===== config.mk =====
export PLATFORM = sky130hd
export DESIGN_NAME = tvb_fifo
export DESIGN_NICKNAME = d
export VERILOG_FILES = /design/src/sv/tvb_pkg.sv /design/src/sv/tvb_fifo.sv
export SDC_FILE = /design/constraint.sdc
export NUM_CORES = 1
export LEC_CHECK = 0
export BUFFER_PORTS_ARGS = -buffer_cell sky130_fd_sc_hd__buf_2
export CAP_MARGIN = 20
export CORE_MARGIN = 5
export CORE_UTILIZATION = 55
export DETAILED_ROUTE_END_ITERATION = 16
export PLACE_DENSITY = 0.76
export SLEW_MARGIN = 40
export SYNTH_ARGS = -nofsm -noshare
export SYNTH_HDL_FRONTEND = slang
export SYNTH_SLANG_ARGS = --single-unit

===== constraint.sdc =====
create_clock -name aclk -period 4.12 [get_ports aclk]
set_input_delay 1.03 -clock aclk [delete_from_list [all_inputs] [get_ports aclk]]
set_output_delay 1.03 -clock aclk [all_outputs]
set_load 0.02 [all_outputs]

===== src/sv/tvb_pkg.sv =====
// shared types and constants for the transformed vertex bounding box core
package tvb_pkg;

    localparam int COEFF_W    = 16;
    localparam int ROW_W      = 3 * COEFF_W;
    localparam int VAL_W      = 32;
    localparam int AXES       = 3;
    localparam int CFG_IDX_W  = 3;
    localparam int FIFO_DEPTH = 4;

    // configuration register indexes
    localparam logic [CFG_IDX_W-1:0] REG_ROW_X   = 3'd0;
    localparam logic [CFG_IDX_W-1:0] REG_ROW_Y   = 3'd1;
    localparam logic [CFG_IDX_W-1:0] REG_ROW_Z   = 3'd2;
    localparam logic [CFG_IDX_W-1:0] REG_SHIFT_X = 3'd3;
    localparam logic [CFG_IDX_W-1:0] REG_SHIFT_Y = 3'd4;
    localparam logic [CFG_IDX_W-1:0] REG_SHIFT_Z = 3'd5;

    localparam logic [VAL_W-1:0] VAL_MAX = 32'h7FFF_FFFF;
    localparam logic [VAL_W-1:0] VAL_MIN = 32'h8000_0000;

    // transform settings handed to the front end
    typedef struct packed {
        logic [AXES-1:0][ROW_W-1:0] row;
        logic [AXES-1:0][VAL_W-1:0] shift;
    } tvb_cfg_t;

    // one transformed vertex as it sits in the queue
    typedef struct packed {
        logic [AXES-1:0][VAL_W-1:0] pos;
        logic                       first;
        logic                       last;
    } tvb_vertex_t;

endpackage


===== src/sv/tvb_fifo.sv =====
// short queue of transformed vertices between front and back end
module tvb_fifo
    import tvb_pkg::*;
(
    input  logic                              aclk,
    input  logic                              aresetn,
    input  logic                              push,
    input  tvb_vertex_t                       push_data,
    input  logic                              pop,
    output logic                              head_valid,
    output tvb_vertex_t                       head_data,
    output logic [$clog2(FIFO_DEPTH+1)-1:0]   count
);

    localparam int PTR_W = $clog2(FIFO_DEPTH);
    localparam int CNT_W = $clog2(FIFO_DEPTH + 1);

    tvb_vertex_t        mem [FIFO_DEPTH];
    logic [PTR_W-1:0]   wr_ptr_reg;
    logic [PTR_W-1:0]   rd_ptr_reg;
    logic [CNT_W-1:0]   count_reg;
    logic [CNT_W-1:0]   count_next;

    always_comb begin
        count_next = count_reg;
        if (push && !pop) begin
            count_next = count_reg + CNT_W'(1);
        end else if (pop && !push) begin
            count_next = count_reg - CNT_W'(1);
        end
    end

    always_ff @(posedge aclk) begin
        if (!aresetn) begin
            wr_ptr_reg <= '0;
            rd_ptr_reg <= '0;
            count_reg  <= '0;
        end else begin
            if (push) begin
                wr_ptr_reg <= wr_ptr_reg + PTR_W'(1);
            end
            if (pop) begin
                rd_ptr_reg <= rd_ptr_reg + PTR_W'(1);
            end
            count_reg <= count_next;
        end
    end

    always_ff @(posedge aclk) begin
        if (push) begin
            mem[wr_ptr_reg] <= push_data;
        end
    end

    assign head_valid = (count_reg != '0);
    assign head_data  = mem[rd_ptr_reg];
    assign count      = count_reg;

endmodule


# Word level (Yosys, flattened, before mapping)
# Memory sizes are Yosys's and may differ from the RTL's. A register that Yosys moved wholly into a read port is not among the register bits.
# Cells that the tools add are included.
# totals
reg_bits	7
ramBits	392
in_bits	102
output_inout_bits	102
elab_cells	20
n_memories	1
# memory_table
name	depth	word_bits	read_ports	rd_ports_with_merged_regs	wr	line	source
mem	4	98	1	1	1	tvb_fifo.sv:18	tvb_vertex_t mem [FIFO_DEPTH];
# classes
addsub	4
n_mux	6
n_reduce_logical	6
# op_table
cell	count
$mux W3	2
$add A2 B1 Y2 const B	2
$mux W2	2
$add A3 B1 Y3 const B	1
$reduce_bool A3 Y1	1
$sub A3 B1 Y3 const B	1
$logic_and A1 B1 Y1	2
$logic_not A1 Y1	2
$mux W1	2
$reduce_bool A2 Y1	1

# Depth between registers and ports, before layout
# logic_depth
ltp_word	4
ltp_mapped	7
depth_no_buf	7

# Least setup slack after synthesis
# Ideal clock, no wire load.
# synth_timing
path_type	in2reg
start	in push
end	mem mem[0][0] (netlist name), enable pin
setup_ps	468
arrival_ps	3294
t_required_ps	3652
setup_slack_ps	358
cell_stages	1
n_path_buf	0
cell_sequence	and2_1
# synth_via
elab_chain_cells	2
# synth_rtl
element	line	source
from (decl)	tvb_fifo.sv:7	input logic push,
$mux W1	tvb_fifo.sv:50	if (push) begin
$mux W1 (not written as such)	tvb_fifo.sv:51	mem[wr_ptr_reg] <= push_data;
to (decl)	tvb_fifo.sv:18	
# No other way between the ends.

==> flow_metrics.env <==
export IMPL_grt_overflow=0
export IMPL_portBuffers=203
export IMPL_h_tree_depth=2
export IMPL_p_int_mw=7.16
export IMPL_p_seq_frac=0.515
export IMPL_worstReg2RegStart="wr_ptr_reg[0]"
export IMPL_wirelength_mm=26.6
export IMPL_met2_length_mm=13.6
export IMPL_fin_crit_ns=3.24
export IMPL_power_mw=9.21
export IMPL_route_met3_wl_mm=2.18
export IMPL_drt_met1_wl_mm=10.3
export IMPL_rsz0062_at_grt="false"
export IMPL_final_core_util=0.666
export IMPL_grt_pass1_wl_mm=41.8
export IMPL_min_path_type="reg -> reg"
export IMPL_cts_root_buf="clkbuf_16"
export IMPL_leakage_nw=5.88
export IMPL_antenna_left=0
export IMPL_worst_pin_slew_ns=0.689
export IMPL_critPathArrivalTime_ns=2.21
export IMPL_power_density_mw_per_mm2=531
export IMPL_setup_viol=0
export IMPL_die_y_um=173
export IMPL_min_to="count[2]"
export IMPL_largest_reg_flops=392
export IMPL_clkSinkCount=401
export IMPL_cts_resized=0
export IMPL_nets=898
export IMPL_grt_total_usage=0.178
export IMPL_initial_core_util=0.559
export IMPL_cp_start_kind="register"
export IMPL_period_share=0.786
export IMPL_outcome="completed"
export IMPL_r2r_end="mem[0][74]"
export IMPL_fillerInstances=1647
export IMPL_crit_type="reg -> out"
export IMPL_core_area_mm2=0.0261
export IMPL_cts_buffers=40
export IMPL_fmax_mhz=309
export IMPL_die_w_um=173
export IMPL_path_clk_slew_ns=0.06
export IMPL_diodes=0
export IMPL_clk_latency_ns=0.51
export IMPL_antenna_found_initial=3
export IMPL_yosysTopAreaCell="edfxtp_1"
export IMPL_hold_path_depth=2
export IMPL_critical_path_max_fanout=36
export IMPL_cap_violations=0
export IMPL_clk_path_buf_depth=3
export IMPL_place_ws_ns=1.40
export IMPL_r2r_slack_ns=2.19
export IMPL_cts_tree="done"
export IMPL_fin_setup_tns_ns=0
export IMPL_synth_area_leaders="edfxtp_1, mux4_2, dfxtp_1"
export IMPL_yosys_register_bits=401
export IMPL_rows=59
export IMPL_grt_max_degree=57
export IMPL_drt_initial_drc_count=514
export IMPL_drv_slew=0
export IMPL_drt_pre_antenna_iters=7
export IMPL_dieArea_mm2=0.0298
export IMPL_syn_area_per_cell_um2=26.3
export IMPL_clkPwrFrac=0.379
export IMPL_routedWlPerCell_um=23.0
export IMPL_drive_gt1_frac=0.464
export IMPL_yosysWarnings=0
export IMPL_netSwitchingFraction=0.222
export IMPL_cts_setup_buffers=0
export IMPL_yosysSeqAreaShare=0.821
export IMPL_synth_cell_area_mm2=0.0146
export IMPL_syn_nets=662
export IMPL_syn2layout_area_growth_pct=19.1
export IMPL_drcViolationCount=0
export IMPL_avgViaCountPerCell=5.70
export IMPL_yosys_area_top_type_share=0.808
export IMPL_power_switching_mw=2.05
export IMPL_cp_slowest_cell="dfxtp_4"
export IMPL_ioPinCount=204
export IMPL_critPathMaxStageDelay_ns=0.70
export IMPL_peakVddDrop_mv=0.418
export IMPL_cp_end_kind="primary output"
export IMPL_slew_headroom=0.541
export IMPL_clock_skew_ns=0.00901
export IMPL_finalWorstSetupSlack_ns=0.882
export IMPL_power_frac_comb=0.105
export IMPL_worst_path_buf_inv=2
export IMPL_hold_viol=0
export IMPL_critPathTopFamily="flip-flops"
export IMPL_gp_congestion=0.717
export IMPL_highest_layer="met5"
export IMPL_cp_cell_sequence="buf_4, mux4_2, buf_2"
export IMPL_num_vias=6586
export IMPL_hpwl_mm=16.7
export IMPL_grt_pass1_vias=7147
export IMPL_ctsHoldBuffers=0
export IMPL_synth_cells=554
export IMPL_r2r_cells=4
export IMPL_min_delay_start="count[2]"
export IMPL_crit_required_ns=3.09
export IMPL_post_synth_num_cell_types=20
[worst reg2reg max path, cell delays in order, from the launching register on]
cell and delay (ns):
dfxtp_1 0.34, inv_1 0.09, ha_1 0.14, and2_4 0.58, buf_4 0.43
[cells in the mapped netlist, drive strengths merged]
| master | n |
|---|---|
| xor2 | 3 |
| xnor2 | 2 |
| ha | 5 |
| inv | 4 |
| edfxtp | 392 |
| and2 | 9 |
| dfxtp | 9 |
| o21ai | 1 |
| a21boi | 1 |
| nor2b | 2 |
| fa | 1 |
| nand2 | 1 |
| mux2i | 2 |
| clkbuf | 7 |
| or3 | 2 |
| buf | 15 |
| mux4 | 98 |
[cell type report]
class	instances	area [um2]	share of cell area
clock buffers	48	1050	0.0606
clock inverters	25	233	0.0134
well taps	335	419	0.0242
inverters	4	15.0	0.000865
flip-flops and latches	401	12000	0.689
multi-input cells	127	2460	0.142
repair buffers	216	1210	0.0699
[power groups by stage]
| stage | Clock, mW | Combinational, mW | Sequential (mW) |
|---|---|---|---|
| 6_report | 3.50 | 0.971 | 4.75 |
| 5_1_grt | 3.76 | 1.05 | 4.76 |
| 4_1_cts | 3.58 | 0.995 | 4.75 |
| 3_5_place_dp | 0 | 0.991 | 4.83 |
| 3_3_place_gp | 0 | 0.969 | 4.82 |
| 2_1_floorplan | 0 | 0.635 | 4.83 |
[how the worst max path moves through the flow]
stage	from	endpoint	slack (ns)	cells past startpoint
after global placement	register	head_data[88]	1.42	3
after floorplan	push	mem[0][0]	0.36	1
after detailed placement	register	head_data[87]	1.40	3
after CTS	register	head_data[91]	0.82	3
after global routing	register	head_data[91]	0.77	3
final	register	head_data[91]	0.88	3
[placed cells by master, fill, tap and decap left out, types with 2 or more instances in the layout]
cell,synthesis,layout
edfxtp_1,392,392
buf_2,11,203
mux4_2,98,98
clkbuf_16,0,41
clkinv_2,0,12
buf_12,2,8
clkbuf_1,7,7
dfxtp_1,9,7
and2_1,9,5
ha_1,5,5
clkinv_1,0,5
buf_4,0,5
inv_1,4,4
and2_4,0,4
bufinv_16,0,4
xor2_1,3,3
or3_1,2,2
xnor2_1,2,2
mux2i_1,2,2
nor2b_1,2,2
dfxtp_4,0,2
inv_6,0,2
[metrics by stage]
step,area (um2),cells,hold slack [ns]
2_1_floorplan,14600,554,0.528
3_3_place_gp,16000,1082,0.489
3_5_place_dp,16100,1083,0.537
4_1_cts,17400,1156,0.542
5_1_grt,17400,1156,0.583
6_report,17400,1156,0.538
[logic make-up after synthesis]
group                      share of synthesized area
muxes                                          0.153
and+or+nand+nor                              0.00584
adders and majority gates                    0.00567
DFF                                            0.821
buffers and inverters                         0.0112
AOI/OAI and AO/OA                           0.000859
xor gates and xnor gates                     0.00301
[layer usage]
layer / global-route usage / vias to the layer above
li1: - / 2868
met1: 0.242 / 3396
met3: 0.0491 / 46
met2: 0.295 / 270
met5: 0 / -
met4: 0.0400 / 6
No activity file was read; power rests on OpenSTA's default activity.
