### src/sv/tvb_pkg.sv
// shared types and constants for the transformed vertex bounding box core
package tvb_pkg;

    localparam int COEFF_W    = 16;
    localparam int ROW_W      = 3 * COEFF_W;
    localparam int VAL_W      = 32;
    localparam int AXES       = 3;
    localparam int CFG_IDX_W  = 3;
    localparam int FIFO_DEPTH = 4;

    // configuration register indexes
    localparam logic [CFG_IDX_W-1:0] REG_ROW_X   = 3'd0;
    localparam logic [CFG_IDX_W-1:0] REG_ROW_Y   = 3'd1;
    localparam logic [CFG_IDX_W-1:0] REG_ROW_Z   = 3'd2;
    localparam logic [CFG_IDX_W-1:0] REG_SHIFT_X = 3'd3;
    localparam logic [CFG_IDX_W-1:0] REG_SHIFT_Y = 3'd4;
    localparam logic [CFG_IDX_W-1:0] REG_SHIFT_Z = 3'd5;

    localparam logic [VAL_W-1:0] VAL_MAX = 32'h7FFF_FFFF;
    localparam logic [VAL_W-1:0] VAL_MIN = 32'h8000_0000;

    // transform settings handed to the front end
    typedef struct packed {
        logic [AXES-1:0][ROW_W-1:0] row;
        logic [AXES-1:0][VAL_W-1:0] shift;
    } tvb_cfg_t;

    // one transformed vertex as it sits in the queue
    typedef struct packed {
        logic [AXES-1:0][VAL_W-1:0] pos;
        logic                       first;
        logic                       last;
    } tvb_vertex_t;

endpackage

### src/sv/tvb_back.sv
// back end: running per-axis min and max, box output register
module tvb_back
    import tvb_pkg::*;
(
    input  logic                          aclk,
    input  logic                          aresetn,
    input  logic                          head_valid,
    input  tvb_vertex_t                   head_data,
    output logic                          pop,
    output logic                          box_valid,
    output logic [2*AXES*VAL_W-1:0]       box_data,
    input  logic                          box_ready
);

    logic [AXES-1:0][VAL_W-1:0] min_reg;
    logic [AXES-1:0][VAL_W-1:0] min_next;
    logic [AXES-1:0][VAL_W-1:0] max_reg;
    logic [AXES-1:0][VAL_W-1:0] max_next;
    logic                       box_valid_reg;
    logic [2*AXES*VAL_W-1:0]    box_reg;

    // a vertex that emits a box waits until the output slot is free
    assign pop = head_valid && (!head_data.last || !box_valid_reg || box_ready);

    always_comb begin
        for (int a = 0; a < AXES; a++) begin
            if (head_data.first || $signed(head_data.pos[a]) < $signed(min_reg[a])) begin
                min_next[a] = head_data.pos[a];
            end else begin
                min_next[a] = min_reg[a];
            end
            if (head_data.first || $signed(head_data.pos[a]) > $signed(max_reg[a])) begin
                max_next[a] = head_data.pos[a];
            end else begin
                max_next[a] = max_reg[a];
            end
        end
    end

    always_ff @(posedge aclk) begin
        if (!aresetn) begin
            min_reg       <= {AXES{VAL_MAX}};
            max_reg       <= {AXES{VAL_MIN}};
            box_valid_reg <= 1'b0;
        end else begin
            if (pop) begin
                min_reg <= min_next;
                max_reg <= max_next;
            end
            if (pop && head_data.last) begin
                box_valid_reg <= 1'b1;
            end else if (box_ready) begin
                box_valid_reg <= 1'b0;
            end
        end
    end

    always_ff @(posedge aclk) begin
        if (pop && head_data.last) begin
            box_reg <= {max_next, min_next};
        end
    end

    assign box_valid = box_valid_reg;
    assign box_data  = box_reg;

endmodule

### config.mk
export PLATFORM = sky130hd
export DESIGN_NAME = tvb_back
export DESIGN_NICKNAME = d
export VERILOG_FILES = /design/src/sv/tvb_pkg.sv /design/src/sv/tvb_back.sv
export SDC_FILE = /design/constraint.sdc
export NUM_CORES = 1
export LEC_CHECK = 0
export BUFFER_PORTS_ARGS = -buffer_cell sky130_fd_sc_hd__buf_2
export CORE_MARGIN = 10
export CORE_UTILIZATION = 56
export CTS_BUF_LIST = sky130_fd_sc_hd__clkbuf_2
export DETAILED_ROUTE_END_ITERATION = 6
export PLACE_DENSITY = 0.77
export SYNTH_ARGS = -nofsm -noshare
export SYNTH_HDL_FRONTEND = slang
export SYNTH_SLANG_ARGS = --single-unit
### constraint.sdc
create_clock -name aclk -period 10.17 [get_ports aclk]
set_input_delay 0 -clock aclk [delete_from_list [all_inputs] [get_ports aclk]]
set_output_delay 0 -clock aclk [all_outputs]
set_load 0.005 [all_outputs]
After elaboration in Yosys (flattened, before gate mapping)
Cells that the tools add are included. W data, S select, Z words.

Input bits: 102. Register bits after elaboration: 385. Output and inout port bits: 194. Word-level logic and storage cells: 35.

Reductions and logical operators: 13. $lt $le $gt $ge: 6. Muxes and demuxes: 8.

Operator list (number): $mux W32 (6); $gt A32 B32 Y1 (3); $lt A32 B32 Y1 (3); $logic_or A1 B1 Y1 (8); $logic_and A1 B1 Y1 (2); $logic_not A1 Y1 (2); $mux W1 (2); $reduce_bool A2 Y1 (1).

Depth between registers and ports, before layout
Depth in word-level cells: 6. Mapped depth: 11. Mapped depth without buffers: 9.

Worst setup path after synthesis
OpenSTA, ideal clock, no wires.

Path kind: register to register. Start: reg box_valid_reg (netlist: box_valid). End: reg box_reg[0] (netlist: box_data[0]) (enable). Path buffers: 0. Period minus slack after synthesis: 5.524 ns. Arrival: 4.945 ns. Required time: 9.591 ns. Setup slack: 4.646 ns. Setup time: 0.579 ns. Stages on the path, launching flop included: 4. Cells stage by stage: dfxtp_1 nor2b_1 nand2_1 and3_1.

Word-level cells in the longest chain between the ends: 5.

RTL lines: start, declared (line tvb_back.sv:19) `logic box_valid_reg;`; start signal, assigned (line tvb_back.sv:44) `box_valid_reg <= 1'b0;`; start signal, assigned (line tvb_back.sv:51) `box_valid_reg <= 1'b1;`; start signal, assigned (line tvb_back.sv:53) `box_valid_reg <= 1'b0;`; $logic_not A1 Y1 (line tvb_back.sv:23) `assign pop = head_valid && (!head_data.last || !box_valid_reg || box_ready);`; $logic_or A1 B1 Y1 (2 in series) (line tvb_back.sv:23); $logic_and A1 B1 Y1 (line tvb_back.sv:23); $logic_and A1 B1 Y1 (line tvb_back.sv:59) `if (pop && head_data.last) begin`; end signal, assigned (line tvb_back.sv:60) `box_reg <= {max_next, min_next};`; end, declared (line tvb_back.sv:20) `logic [2*AXES*VAL_W-1:0] box_reg;`.

No other way between the ends. A chain may end at the register's enable or synchronous reset.

Worst setup path after layout
Start: reg max_reg[63] in the netlist's numbering. End: reg max_reg[63] in the netlist's numbering.

Word-level cells in the longest chain between the ends: 3.

RTL lines: start, declared (line tvb_back.sv:17) `logic [AXES-1:0][VAL_W-1:0] max_reg;`; start signal, assigned (line tvb_back.sv:43) `max_reg <= {AXES{VAL_MIN}};`; start signal, assigned (line tvb_back.sv:48) `max_reg <= max_next;`; $gt A32 B32 Y1 (line tvb_back.sv:32) `if (head_data.first || $signed(head_data.pos[a]) > $signed(max_reg[a])) begin`; $logic_or A1 B1 Y1 (line tvb_back.sv:32); $mux W32 * (line tvb_back.sv:32).

Every way passes the cells marked *; elsewhere a longest branch is shown, timed or not.

==> out/qor.csv <==
metric;value;unit
H-tree Lvls;3;
Tmin final;4830;ps
Initial DRC Count;2521;
cts repair resizes;0;
synthesized flop and latch total;385;
routed length on met2;37800;um
average wire per standard cell;19.7;um
internal power;2.88;mW
met1 WL;32000;um
YS warnings;0;
total power;4.57;mW
die area;54500;um^2
vias in the first global route;24300;
share of cells above drive strength 1;17.6;%
post-synthesis compound-gate area fraction;15.2;%
Final Setup Violations;0;
sw frac;36.9;%
Post-synth top cells;nand2_1 (402), inv_1 (293), a21oi_1 (209);
Net Sw Power;1.69;mW
status;complete, no violations;
Largest register FFs;192;
gpl congestion;0.851;
Fmax achieved;207;MHz
clk_lat worst skew;1130;ps
final setup TNS;0;ps
largest net degree at the start of global routing;133;
crit start category;flop;
Slew Viols, Final;0;
fin crit share;47.5;%
First-pass DRT Iterations;6;
Post-layout nets;3680;
gr usage total;28.6;%
post-CTS setup buffers;0;
Post-Synth XOR/XNOR Area;0;%
Die Wd;234;um
FFs w/ async S/R, synth;0;%
metal3 WL;7950;um
# port buffers;295;
Critical Path RT;11200;ps
EDFF count, synth;192;
num ports;296;
initial antenna violation count;11;
Yosys cell types;51;
Final HPWL DP;49800;um
Final Hold Viols;0;
CP Capture Type;flop;
dominant synthesized flop cell;dfxtp_1;
worst setup path class;reg -> reg;
sequential fraction of the synthesis area;37.7;%
Leak;13.6;nW
Netlist Area Pre-Place;25500;um^2
core area;45200;um^2
Post-Synthesis Cells;2905;
TritonCTS clock tree;yes;
max layer used;met5;
clock power share;25.5;%
crit path max fanout;132;
combinational power share;33.4;%
Hold Path Class;in -> reg;
gr ovfl total;0;
Reg clk slew, reported paths;120;ps
largest family of logic cells by synthesized area;simple AND/OR/NAND/NOR gates;
Synth top area share;22.6;%
CTS Buffer Depth;3;
actual slew at the worst max-slew pin;1300;ps
DR vias;24900;
PwrDens;148;nW/um^2
Inserted Clock Buffers;102;
Syn Nets;3196;
Synth area leader;edfxtp_1;
relative slew slack;13.2;%
drt drc;0;
root buffer cell;clkbuf_2;
clock sink count;385;
Vias/cell;6.09;
average size of a mapped cell;8.79;um^2
Max-Cap Viols;0;
height of the die;234;um
sequential share of power;41.2;%
Final ANT Viol Nets;0;
wirelength, routed;80700;um
proportion of synthesized area in mux cells;11.7;%
Final Skew;91.8;ps
Initial Utilization;56.5;%
critical path arrival;5860;ps
Post-Synth Simple-Gate Area;18.2;%
area added between synthesis and finish;20.8;%
RSZ-0062 raised after global routing;no;
Worst VDD drop;0.111;mV
first-pass GRT wire length;128000;um
row count;78;
most common cell in the netlist;nand2_1;
ranking of synthesized cells by area;edfxtp_1 (23%), dfxtp_1 (15%), ha_1 (9.3%), mux2i_1 (7.4%), nand2_1 (5.9%);
Adder-Cell Fraction of Synth Area;9.26;%
==> worst paths after layout <==
kind                 endpoint  cells after the start  slack (ps)         from
setup / recovery  max_reg[63]                     11        5340  max_reg[63]
hold / removal     min_reg[6]                      3         110      aresetn
setup reg to reg  max_reg[63]                     11        5340  max_reg[63]
hold reg to reg   max_reg[46]                      2         460  max_reg[46]
==> routing by layer <==
metal | vias up | GRT usage, %
met5 | - | 0
met4 | 4 | 12.7
li1 | 11600 | -
met1 | 11800 | 36.1
met2 | 1337 | 46.2
met3 | 232 | 6.31
==> placed cells by master (no fill, tap or decap), types with 11 or more instances in the layout <==
cell           instances
nor2_1               102
mux2i_1              189
o21ai_1               29
mux2_1                29
inv_1                293
o21ai_0               37
buf_4                 36
ha_1                 186
edfxtp_1             192
a21oi_1              207
nand2_1              402
a2111oi_0             98
dfxtp_1              193
o211ai_1              72
buf_2                293
clkinv_1              16
nand4_1               33
a22oi_1               98
dlygate4sd3_1        261
and3_1               128
a21o_1                11
clkbuf_2             174
nor3_1                11
mux2_2                69
or3_1                101
nand3_1              116
==> per-stage QoR <==
| step | cell area [um^2] | setup slack [ps] | hold slack (ps) | std cells | util [%] |
|---|---|---|---|---|---|
| after CTS | 30800 | 5410 | 13.9 | 4077 | 68.2 |
| final | 30900 | 5340 | 114 | 4087 | 68.3 |
| after floorplan | 25500 | 4650 | 128 | 2905 | - |
| after detailed placement | 27300 | 5660 | 311 | 3623 | 60.3 |
| after global routing | 30900 | 5090 | 110 | 4087 | 68.3 |
| after global placement | 27300 | 5780 | 292 | 3623 | 60.3 |
==> critical path, stage by stage (launching register included) <==
cell,delay (ps)
dfxtp_1,330
inv_1,90
ha_4,990
nand4_2,280
or4_4,620
or3_4,580
nand3_1,210
o21ai_2,110
o31ai_1,250
dlygate4sd3_1,590
nand3b_1,70
dlygate4sd3_1,610
==> cell families after synthesis <==
logic type | Yosys count
adders and majority gates | 189
DFF | 385
buffers and inverters | 506
and+or+nand+nor | 949
muxes | 287
AOI/OAI and AO/OA | 589
==> cell type report <==
| cell class | count | area, um^2 |
|---|---|---|
| Antenna cell | 9 | 22.5 |
| Clock buffer | 174 | 871 |
| Clock inverter | 19 | 97.6 |
| Fill cell | 3422 | 14300 |
| Inverter | 294 | 1100 |
| Multi-Input combinational cell | 2014 | 14000 |
| Sequential cell | 385 | 9630 |
| Tap cell | 600 | 751 |
| Timing Repair Buffer | 592 | 4380 |
==> timing repair <==
action	CTS	global route
setup endpoints to repair	0	0
hold buffers	261	0
endpoints found under the hold margin	450	0
==> power groups by stage <==
stage	registers, mW	clock network, mW	logic (mW)
2_1_floorplan	1.91	0	0.999
3_3_place_gp	1.91	0	1.32
3_5_place_dp	1.91	0	1.38
4_1_cts	1.88	1.19	1.49
5_1_grt	1.89	1.27	1.67
6_report	1.88	1.16	1.52
Note: power is estimated with default switching activity, not from simulation.
